===== config.mk =====
export PLATFORM = sky130hd
export DESIGN_NAME = rbgs_div
export DESIGN_NICKNAME = d
export VERILOG_FILES = /design/src/rtl/rbgs_pkg.sv /design/src/rtl/rbgs_div.sv
export SDC_FILE = /design/constraint.sdc
export NUM_CORES = 1
export LEC_CHECK = 0
export ABC_AREA = 0
export BUFFER_PORTS_ARGS = -buffer_cell sky130_fd_sc_hd__buf_2
export CAP_MARGIN = 20
export CELL_PAD_IN_SITES_DETAIL_PLACEMENT = 1
export CELL_PAD_IN_SITES_GLOBAL_PLACEMENT = 1
export CORE_MARGIN = 3
export CORE_UTILIZATION = 35
export DETAILED_ROUTE_END_ITERATION = 10
export GPL_TIMING_DRIVEN = 0
export PLACE_DENSITY_LB_ADDON = 0.1
export SLEW_MARGIN = 20
export SYNTH_ARGS = -nofsm -noshare
export SYNTH_HDL_FRONTEND = slang
export SYNTH_SLANG_ARGS = --single-unit

===== constraint.sdc =====
create_clock -name clk -period 18.6 [get_ports clk]
set_input_delay 1.86 -clock clk [delete_from_list [all_inputs] [get_ports clk]]
set_output_delay 1.86 -clock clk [all_outputs]
set_load 0.01 [all_outputs]

===== src/rtl/rbgs_pkg.sv =====
// ----------------------------------------------------------------------------
// rbgs_pkg: shared constants for the red-black Gauss-Seidel smoother
// Request codes, slot codes, widths and arithmetic limits.
// ----------------------------------------------------------------------------
`default_nettype none
package rbgs_pkg;
  localparam int MaxSide   = 64;
  localparam int Cells     = MaxSide * MaxSide;
  localparam int Taps      = 9;
  localparam int VW        = 32;
  localparam int FracBits  = 16;
  localparam int IdxW      = 12;
  localparam int SideW     = 7;
  localparam int AccW      = 128;

  localparam logic [1:0] REQ_WRITE = 2'd0;
  localparam logic [1:0] REQ_RUN   = 2'd1;
  localparam logic [1:0] REQ_READ  = 2'd2;

  localparam logic [3:0] SLOT_RHS = 4'd9;
  localparam logic [3:0] SLOT_SOL = 4'd10;

  localparam logic [1:0] REG_ROWS   = 2'd0;
  localparam logic [1:0] REG_COLS   = 2'd1;
  localparam logic [1:0] REG_SWEEPS = 2'd2;

  typedef struct packed {
    logic start;
    logic neg;
  } div_ctl_t;
endpackage
`default_nettype wire


===== src/rtl/rbgs_div.sv =====
// ----------------------------------------------------------------------------
// rbgs_div: restoring divider, one quotient bit per cycle
// Divides a 128-bit magnitude by a 32-bit magnitude, then saturates to the
// signed 32-bit range with the requested sign.
// ----------------------------------------------------------------------------
`default_nettype none
module rbgs_div
  import rbgs_pkg::*;
(
  input  wire logic             clk,
  input  wire logic             rst,
  input  wire div_ctl_t         ctl,
  input  wire logic [AccW-1:0]  num,
  input  wire logic [VW-1:0]    den,
  output logic                  done,
  output logic [VW-1:0]         quot
);
  logic [AccW-1:0] n;
  logic [AccW-1:0] q;
  logic [VW:0]     rem;
  logic [VW-1:0]   dm;
  logic [7:0]      cnt;
  logic            neg;
  logic            busy;
  logic [VW:0]     trial;
  logic [VW:0]     shifted;

  always_comb begin
    shifted = {rem[VW-1:0], n[AccW-1]};
    trial   = shifted - {1'b0, dm};
  end

  always_ff @(posedge clk) begin
    if (rst) begin
      busy <= 1'b0;
      done <= 1'b0;
    end else begin
      done <= 1'b0;
      if (ctl.start) begin
        busy <= 1'b1;
        cnt  <= 8'd0;
        n    <= num;
        dm   <= den;
        rem  <= '0;
        q    <= '0;
        neg  <= ctl.neg;
      end else if (busy) begin
        n <= {n[AccW-2:0], 1'b0};
        if (!trial[VW]) begin
          rem <= trial;
          q   <= {q[AccW-2:0], 1'b1};
        end else begin
          rem <= shifted;
          q   <= {q[AccW-2:0], 1'b0};
        end
        cnt <= cnt + 8'd1;
        if (cnt == 8'(AccW - 1)) begin
          busy <= 1'b0;
          done <= 1'b1;
        end
      end
    end
  end

  // saturate
  always_comb begin
    if (neg) begin
      if (q[AccW-1:VW-1] != '0 && q[AccW-1:0] != {{(AccW-VW){1'b0}}, 1'b1, {(VW-1){1'b0}}})
        quot = {1'b1, {(VW-1){1'b0}}};
      else
        quot = ~q[VW-1:0] + 1'b1;
    end else begin
      if (q[AccW-1:VW-1] != '0) quot = {1'b0, {(VW-1){1'b1}}};
      else quot = q[VW-1:0];
    end
  end
endmodule
`default_nettype wire


==> impl_metrics.csv, run 1 <==
group,metric,value,unit
routing,via_count,10500,
setup_path,worstSetupEndpointType,"output port",
clock_network,clock_latency,550,ps
floorplanning,die_area,48400,um2
grt,grt_overflow,0,
yosys,async_reset_ff_share,0,%
timing,setup_viol,0,
clock_network,post_cts_buffers,0,
grt,antenna_found_initial,23,
routing,wl_per_cell,18.4,um
clock_network,tritoncts,"yes",
setup_path,cp_num_buf_inv,2,
power_and_ir_drop,power_density,98.0,nW/um2
setup_path,crit_required,16740,ps
setup_path,crit_type,"flip-flop to output port",
cells_and_area,nets,1688,
clock_network,post_cts_resize_count,0,
clock_network,cts_buffer_depth,3,
yosys,syn_inst,1237,
setup_path,critPathLaunchType,"flip-flop",
timing,fmax,0.166,GHz
timing,fin_crit,6040,ps
setup_path,cp_cell_sequence,"or4_4 -> nor4_1 -> nand4_1 -> or3_1 -> o41ai_1 -> nand3_1 -> inv_1 -> nand2_1 -> o311ai_0 -> buf_2",
power_and_ir_drop,total_power,1.90,mW
yosys,ys_warn_count,0,
clock_network,cts_hold_buf,0,
run,maxCapViolCount,0,
timing,period_share,32.5,%
routing,postRouteAntennaNets,0,
floorplanning,core,44700,um2
power_and_ir_drop,p_leak,7.23,nW
grt,grt_first_pass_wirelength,62400,um
timing,rsz0062_at_grt,"false",
setup_path,cp_top_family,"simple AND/OR/NAND/NOR gates",
cells_and_area,ff_latch_area,9920,um2
routing,drc,0,
grt,grt_max_degree,27,
routing,viasPerCell,4.96,
cells_and_area,syn_to_final_growth,20.8,%
yosys,synth_area_leader_cell,"edfxtp_1",
timing,tightest_slew,807,ps
timing,hold_violations,0,
floorplanning,die_height,220,um
place,numPortBuffers,195,
clock_network,cts.sinks,331,
run_status,outcome,"completed",
yosys,synth_seq_cells,331,
grt,gr-usage-all-layers,16.4,%
place,place_congestion,0.786,
clock_network,clk_pin_slew_worst_paths,60,ps
cells_and_area,multiInputGateArea,5690,um2
grt,grt_pass1_vias,11100,
yosys,synthesis.area,16000,um2
yosys,ys.flop_type,"edfxtp_1",
place,dp_hpwl,27800,um
power_and_ir_drop,vdd_ir_drop_max,73.6,uV
routing,drt_iter0_drc,492,
yosys,syn_nets,1436,
yosys,avgSynthCellArea,13.0,um2
clock_network,htreeDepth,2,
setup_path,cpPeakStageDelay,650,ps
routing,wl,39000,um
yosys,synth_common_cells,"329 x edfxtp_1, 134 x nor2b_1, 128 x mux2_2",
yosys,ys_types,53,
floorplanning,ios,197,
worst_hold_path,worst_hold_path_type,"flip-flop to flip-flop",
clock_network,cts_root_buf,"clkbuf_16",
cells_and_area,nFillCells,4729,
yosys,synth_most_common_cell,"edfxtp_1",
yosys,synth_edf_count,329,
floorplanning,initial_core_util,35.9,%
floorplanning,rows,77,
setup_path,worstPathArrival,4180,ps
setup_path,slowest_stage,"o311ai_0",
yosys,ys_seq_area_share,61.9,%
clock_network,numCtsBuffers,40,
yosys,synth_top_area_share,61.6,%
floorplanning,fp.dieW,220,um
timing,slew_headroom,46.2,%
cells_and_area,drive_gt1_share,27.1,%
cells_and_area,fin_util,43.3,%
yosys,ys_top_cells_by_area,"edfxtp_1 62%, mux2_2 9.0%, nor2b_1 5.2%, ha_1 2.7%, nor2_1 2.1%",
timing,maxSlewViolCount,0,
timing,finalClockSkew,10.1,ps
routing,dr.pass1.iters,4,
setup_path,crit_fanout,5,
stage by stage:
| stage | setup TNS (ps) | setup slack (ps) | cell area [um2] | hold slack, ps | std cells |
|---|---|---|---|---|---|
| 6_report | 0 | 12560 | 19400 | 497 | 2119 |
| 5_1_grt | 0 | 12200 | 19400 | 513 | 2116 |
| 4_1_cts | 0 | 12490 | 19300 | 505 | 2109 |
| 3_5_place_dp | 0 | 13120 | 18100 | 491 | 2039 |
| 3_3_place_gp | -1255510 | -4240 | 17700 | 483 | 2024 |
| 2_1_floorplan | 0 | 2900 | 16000 | 460 | 1237 |
layout make-up:
| cell class | instances | area share (%) |
|---|---|---|
| plain buffers | 61 | 1.23 |
| clock buffers | 54 | 5.54 |
| repair buffers | 210 | 7.02 |
| flip-flops and latches | 331 | 51.2 |
| multi-input cells | 793 | 29.4 |
| clock inverters | 16 | 0.652 |
| well taps | 592 | 3.82 |
| inverters | 52 | 1.01 |
| diodes | 10 | 0.129 |
metal layers:
layer / routed length (um) / share of wire (%) / track usage (%)
met5: 151 / 0.39 / 0
met4: 813 / 2.1 / 4.31
met3: 2610 / 6.7 / 5.97
met2: 17000 / 44 / 24.9
met1: 18400 / 47 / 22.2
where the power goes:
group,internal [mW],switching (mW)
sequential,0.884,0.0236
clock,0.420,0.311
combinational,0.119,0.141
cell usage in the layout, fill, tap and decap left out, types with 4 or more instances in the layout:
cell / n
and3_1: 7
nor3_1: 13
inv_1: 52
buf_2: 202
o21ai_0: 27
o311ai_0: 4
nor4_1: 29
clkbuf_1: 61
edfxtp_1: 329
mux2_2: 128
clkbuf_16: 40
ha_1: 34
nand4_1: 10
mux2i_1: 27
nand3_1: 17
nor2b_1: 133
clkinv_1: 5
nand2b_1: 4
buf_16: 11
xnor2_1: 21
xor2_1: 14
buf_12: 4
o21bai_1: 4
nor2_1: 90
a211oi_1: 8
nand2_1: 59
o21a_1: 14
or3_1: 7
diode_2: 10
a21o_1: 24
a21oi_1: 62
a31oi_1: 15
clkinv_2: 4
buf_1: 5
registers in the layout, summed over array words and instances, names as in the netlist:
name,flops
neg,1
dm,32
q,128
n,128
done,1
rem,32
cnt,8
busy,1
final timing paths:
kind / cells past startpoint / endpoint / startpoint / slack (ps)
setup / recovery: 10 / quot[16] / q[20] / 12560
hold / removal: 1 / done / busy / 500
setup reg to reg: 13 / rem[25] / dm[0] / 14210
hold reg to reg: 1 / done / busy / 500
logic make-up (layout without fill, tap and decap cells):
| logic type | after synthesis | count (layout) | share of synthesized area, % |
|---|---|---|---|
| simple gates | 389 | 389 | 12.9 |
| flops | 331 | 331 | 61.9 |
| compound gates | 179 | 179 | 7.14 |
| mux | 155 | 155 | 10.7 |
| buf+inv | 113 | 393 | 2.70 |
| fa+ha+maj | 35 | 35 | 2.78 |
| xor+xnor | 35 | 35 | 1.91 |
| other cells | 0 | 10 | 0 |
Power figures use the tool's default switching activity.
==> inputs of run 2 (changes only) <==
Clock period 18.6 ns to 5.6 ns, I/O delays scaled along.
==> impl_metrics.csv, run 2 (synthesis results as in run 1) <==
group,metric,value,unit
run_status,outcome,"completed",
cells_and_area,nets,1688,
timing,worst_slack,794,ps
timing,period_share,85.8,%
place,numPortBuffers,195,
grt,grt_overflow,0,
worst_hold_path,min_to,"dm[4]",
setup_path,rrSetupSlack,1310,ps
clock_network,post_cts_buffers,0,
cells_and_area,final_cell_mix,"329 x edfxtp_1, 202 x buf_2, 133 x nor2b_1",
run,maxCapViolCount,0,
setup_path,r2r_start,"n[127]",
clock_network,tritoncts,"yes",
grt,grt_pass1_vias,11200,
routing,viasPerCell,4.98,
grt,antenna_found_initial,16,
timing,hold_violations,0,
timing,setup_viol,0,
setup_path,r2r-end,"rem[25]",
clock_network,clock_latency,550,ps
place,dp_hpwl,27500,um
cells_and_area,nFillCells,4737,
clock_network,cts_hold_buf,0,
place,place_congestion,0.775,
timing,finalClockSkew,13.9,ps
routing,drt_iter0_drc,532,
cells_and_area,instances_no_fill,2114,
grt,grt_first_pass_wirelength,62200,um
timing,fin_crit,4810,ps
worst_hold_path,min-delay-start,"den[4]",
worst_hold_path,worst_hold_path_type,"input pin to flip-flop",
timing,rsz0062_at_grt,"false",
setup_path,reg2regPathDepth,14,
clock_network,cts_root_buf,"clkbuf_16",
timing,maxSlewViolCount,0,
power_and_ir_drop,p_leak,7.23,nW
setup_path,cpPeakStageDelay,580,ps
routing,postRouteAntennaNets,0,
setup_path,worstSetupEndpointType,"output port",
floorplanning,ios,197,
routing,via_count,10500,
clock_network,post_cts_resize_count,0,
clock_network,numCtsBuffers,40,
routing,dr.pass1.iters,4,
setup_path,cp_common_cell,"buf_2",
timing,fmax,0.208,GHz
routing,wl,39100,um
cells_and_area,final_common_cell,"edfxtp_1",
grt,grt_max_degree,28,
setup_path,slowest_stage,"or4_4",
setup_path,critPathLaunchType,"flip-flop",
clock_network,clk_pin_slew_worst_paths,60,ps
floorplanning,initial_core_util,35.9,%
floorplanning,die_area,48400,um2
power_and_ir_drop,power_density,325,nW/um2
setup_path,cp_cell_sequence,"or4_4 -> nor4_1 -> nand4_1 -> or3_1 -> o41ai_1 -> nand3_1 -> inv_1 -> buf_2 -> buf_2 -> nand2_1 -> a21oi_1 -> buf_2",
place,place_ws,1260,ps
setup_path,cp_num_buf_inv,4,
cells_and_area,syn_to_final_growth,20.7,%
routing,drc,0,
setup_path,crit_fanout,10,
setup_path,worstPathArrival,4250,ps
timing,tightest_slew,711,ps
cells_and_area,drive_gt1_share,26.8,%
setup_path,cp_top_family,"simple AND/OR/NAND/NOR gates",
timing,slew_headroom,52.1,%
grt,gr-usage-all-layers,16.4,%
floorplanning,fp.dieW,220,um
clock_network,cts_buffer_depth,3,
clock_network,cts.sinks,331,
clock_network,htreeDepth,2,
worst_hold_path,min_path_cells,1,
floorplanning,die_height,220,um
setup_path,crit_required,5040,ps
routing,wl_per_cell,18.5,um
power_and_ir_drop,total_power,6.28,mW
setup_path,crit_type,"flip-flop to output port",
floorplanning,rows,77,
floorplanning,core,44700,um2
place,placedCellCount,2039,
power_and_ir_drop,vdd_ir_drop_max,210,uV
cells_and_area,reg.largest.list,"n (128), q (128)",
-- run 2: where the power goes --
group / internal (mW) / switching, mW / total [mW]
registers: 2.94 / 0.0785 / 3.02
logic: 0.396 / 0.468 / 0.865
clock network: 1.39 / 1.01 / 2.40
total: 4.72 / 1.56 / 6.28
-- run 2: metal layers --
metal  wire [um]  part of all wire, %  vias up  track usage, %
met3        2630                  6.7       71            5.68
met5         155                 0.40        -               0
met4         725                  1.9       24            3.86
met2       17500                   45      202            25.7
met1       18100                   46     5156            21.9
li1            -                    -     5081               -
-- run 2: layout make-up --
class	count	area [um2]	share of cell area [%]
well taps	592	741	3.83
clock inverters	15	104	0.537
flip-flops and latches	331	9920	51.3
inverters	52	195	1.01
multi-input cells	793	5700	29.4
clock buffers	56	1080	5.59
diodes	4	10.0	0.0517
repair buffers	210	1340	6.90
plain buffers	61	269	1.39
-- run 2: worst max-delay path by stage --
stage / from / endpoint / cells after the start
after global placement: ctl[1] / n[38] / 4
after global routing: q[0] / quot[14] / 14
final: q[20] / quot[14] / 12
after floorplan: ctl[1] / cnt[0] / 4
after CTS: q[20] / quot[14] / 12
after detailed placement: n[127] / rem[25] / 14
-- run 2: worst register-to-register path, delay by kind of cell (launching register included) --
family	cells	cell delay (ps)
mux	1	340
fa+ha+maj	2	630
flops	1	320
simple gates	3	620
buf+inv	3	740
compound gates	5	1360
-- run 2: stage by stage --
stage | cell area, um2 | hold slack, ps | setup TNS (ps) | utilization [%]
CTS | 19300 | 140 | 0 | 43.3
global route | 19400 | 145 | 0 | 43.3
finish | 19400 | 186 | 0 | 43.3
floorplan | 16100 | 495 | -18950 | -
global placement | 17800 | 508 | -714090 | 39.8
detailed placement | 18200 | 522 | 0 | 40.6
==> inputs of run 3 (changes only) <==
Settings changed: RECOVER_POWER set to 25.
==> impl_metrics.csv, run 3 (synthesis results as in run 1) <==
group,metric,value,unit
run_status,outcome,"completed",
routing,wl_per_cell,18.5,um
timing,slew_headroom,9.85,%
grt,grt_pass1_vias,11200,
power_and_ir_drop,power_density,325,nW/um2
cells_and_area,final_common_cell,"edfxtp_1",
place,placedCellCount,2039,
setup_path,critPathLaunchType,"flip-flop",
timing,worst_slack,793,ps
timing,rsz0062_at_grt,"false",
grt,gr-usage-all-layers,16.4,%
floorplanning,die_height,220,um
cells_and_area,instances_no_fill,2114,
worst_hold_path,min_path_cells,1,
floorplanning,ios,197,
routing,via_count,10600,
setup_path,crit_required,5040,ps
floorplanning,fp.dieW,220,um
setup_path,worstPathArrival,4250,ps
clock_network,clock_latency,550,ps
clock_network,post_cts_buffers,0,
grt,grt_first_pass_wirelength,62200,um
setup_path,worstSetupEndpointType,"output port",
cells_and_area,multiInputGateArea,5690,um2
floorplanning,initial_core_util,35.9,%
timing,fin_hold_ws,186,ps
routing,wl,39100,um
clock_network,cts_buffer_depth,3,
clock_network,htreeDepth,2,
place,postPlaceCellArea,18200,um2
floorplanning,rows,77,
cells_and_area,ff_latch_area,9920,um2
cells_and_area,nets,1688,
timing,fmax,0.208,GHz
run,maxCapViolCount,0,
timing,setup_viol,0,
timing,tns,0,ps
timing,maxSlewViolCount,0,
clock_network,post_cts_resize_count,0,
routing,viasPerCell,5.00,
clock_network,cts_root_buf,"clkbuf_16",
cells_and_area,nFillCells,4742,
power_and_ir_drop,vdd_ir_drop_max,210,uV
cells_and_area,reg.largest.list,"n (128), q (128)",
timing,period_share,85.8,%
floorplanning,die_area,48400,um2
floorplanning,core,44700,um2
cells_and_area,fin_util,43.2,%
cells_and_area,final_cell_mix,"329 x edfxtp_1, 201 x buf_2, 133 x nor2b_1",
cells_and_area,fin_area,19300,um2
cells_and_area,drive_gt1_share,26.5,%
timing,hold_violations,0,
grt,grt_max_degree,28,
setup_path,crit_type,"flip-flop to output port",
timing,finalClockSkew,13.3,ps
clock_network,cts_hold_buf,0,
power_and_ir_drop,total_power,6.28,mW
routing,dr.pass1.iters,4,
worst_hold_path,worst_hold_path_type,"input pin to flip-flop",
clock_network,tritoncts,"yes",
setup_path,crit_fanout,10,
clock_network,cts.sinks,331,
place,dp_hpwl,27500,um
power_and_ir_drop,p_leak,7.21,nW
clock_network,clk_pin_slew_worst_paths,60,ps
routing,drc,0,
routing,postRouteAntennaNets,0,
setup_path,reg2regPathDepth,14,
place,place_ws,1260,ps
clock_network,numCtsBuffers,40,
grt,grt_overflow,0,
grt,antenna_found_initial,16,
cells_and_area,syn_to_final_growth,20.5,%
timing,fin_crit,4810,ps
place,numPortBuffers,195,
timing,tightest_slew,1350,ps
place,place_congestion,0.775,
routing,drt_iter0_drc,564,
## run 3: cell type report
class / count / area share, %
sequential: 331 / 51.4
inverter: 52 / 1.01
timing repair buffer: 210 / 6.91
clock inverter: 15 / 0.538
multi-input combinational: 793 / 29.5
antenna: 4 / 0.0518
clock buffer: 56 / 5.60
buffer: 61 / 1.23
tap: 592 / 3.84
## run 3: path summary, 6_finish.rpt
path / from / to / slack [ps]
setup / recovery: q[20] / quot[14] / 790
hold / removal: den[31] / dm[31] / 190
setup reg to reg: n[127] / rem[25] / 1300
hold reg to reg: busy / done / 520
## run 3: where the power goes
part           switching [mW]  internal, mW
Combinational           0.469         0.394
Sequential             0.0785          2.94
Clock                    1.01          1.39
## run 3: metal layers
layer	share of wire (%)	GRT usage [%]	up-vias
met2	45	25.7	205
met5	0.40	0	-
met1	46	21.9	5183
met4	1.9	3.86	24
met3	6.8	5.68	71
li1	-	-	5077
## run 3: worst max-delay path, cell delays in order (launching register included)
cell and delay (ps):
edfxtp_1 460, or4_4 580, nor4_1 370, nand4_1 190, or3_1 420, o41ai_1 260
nand3_1 240, inv_1 150, buf_2 260, buf_2 320, nand2_1 100, a21oi_1 190
buf_2 160
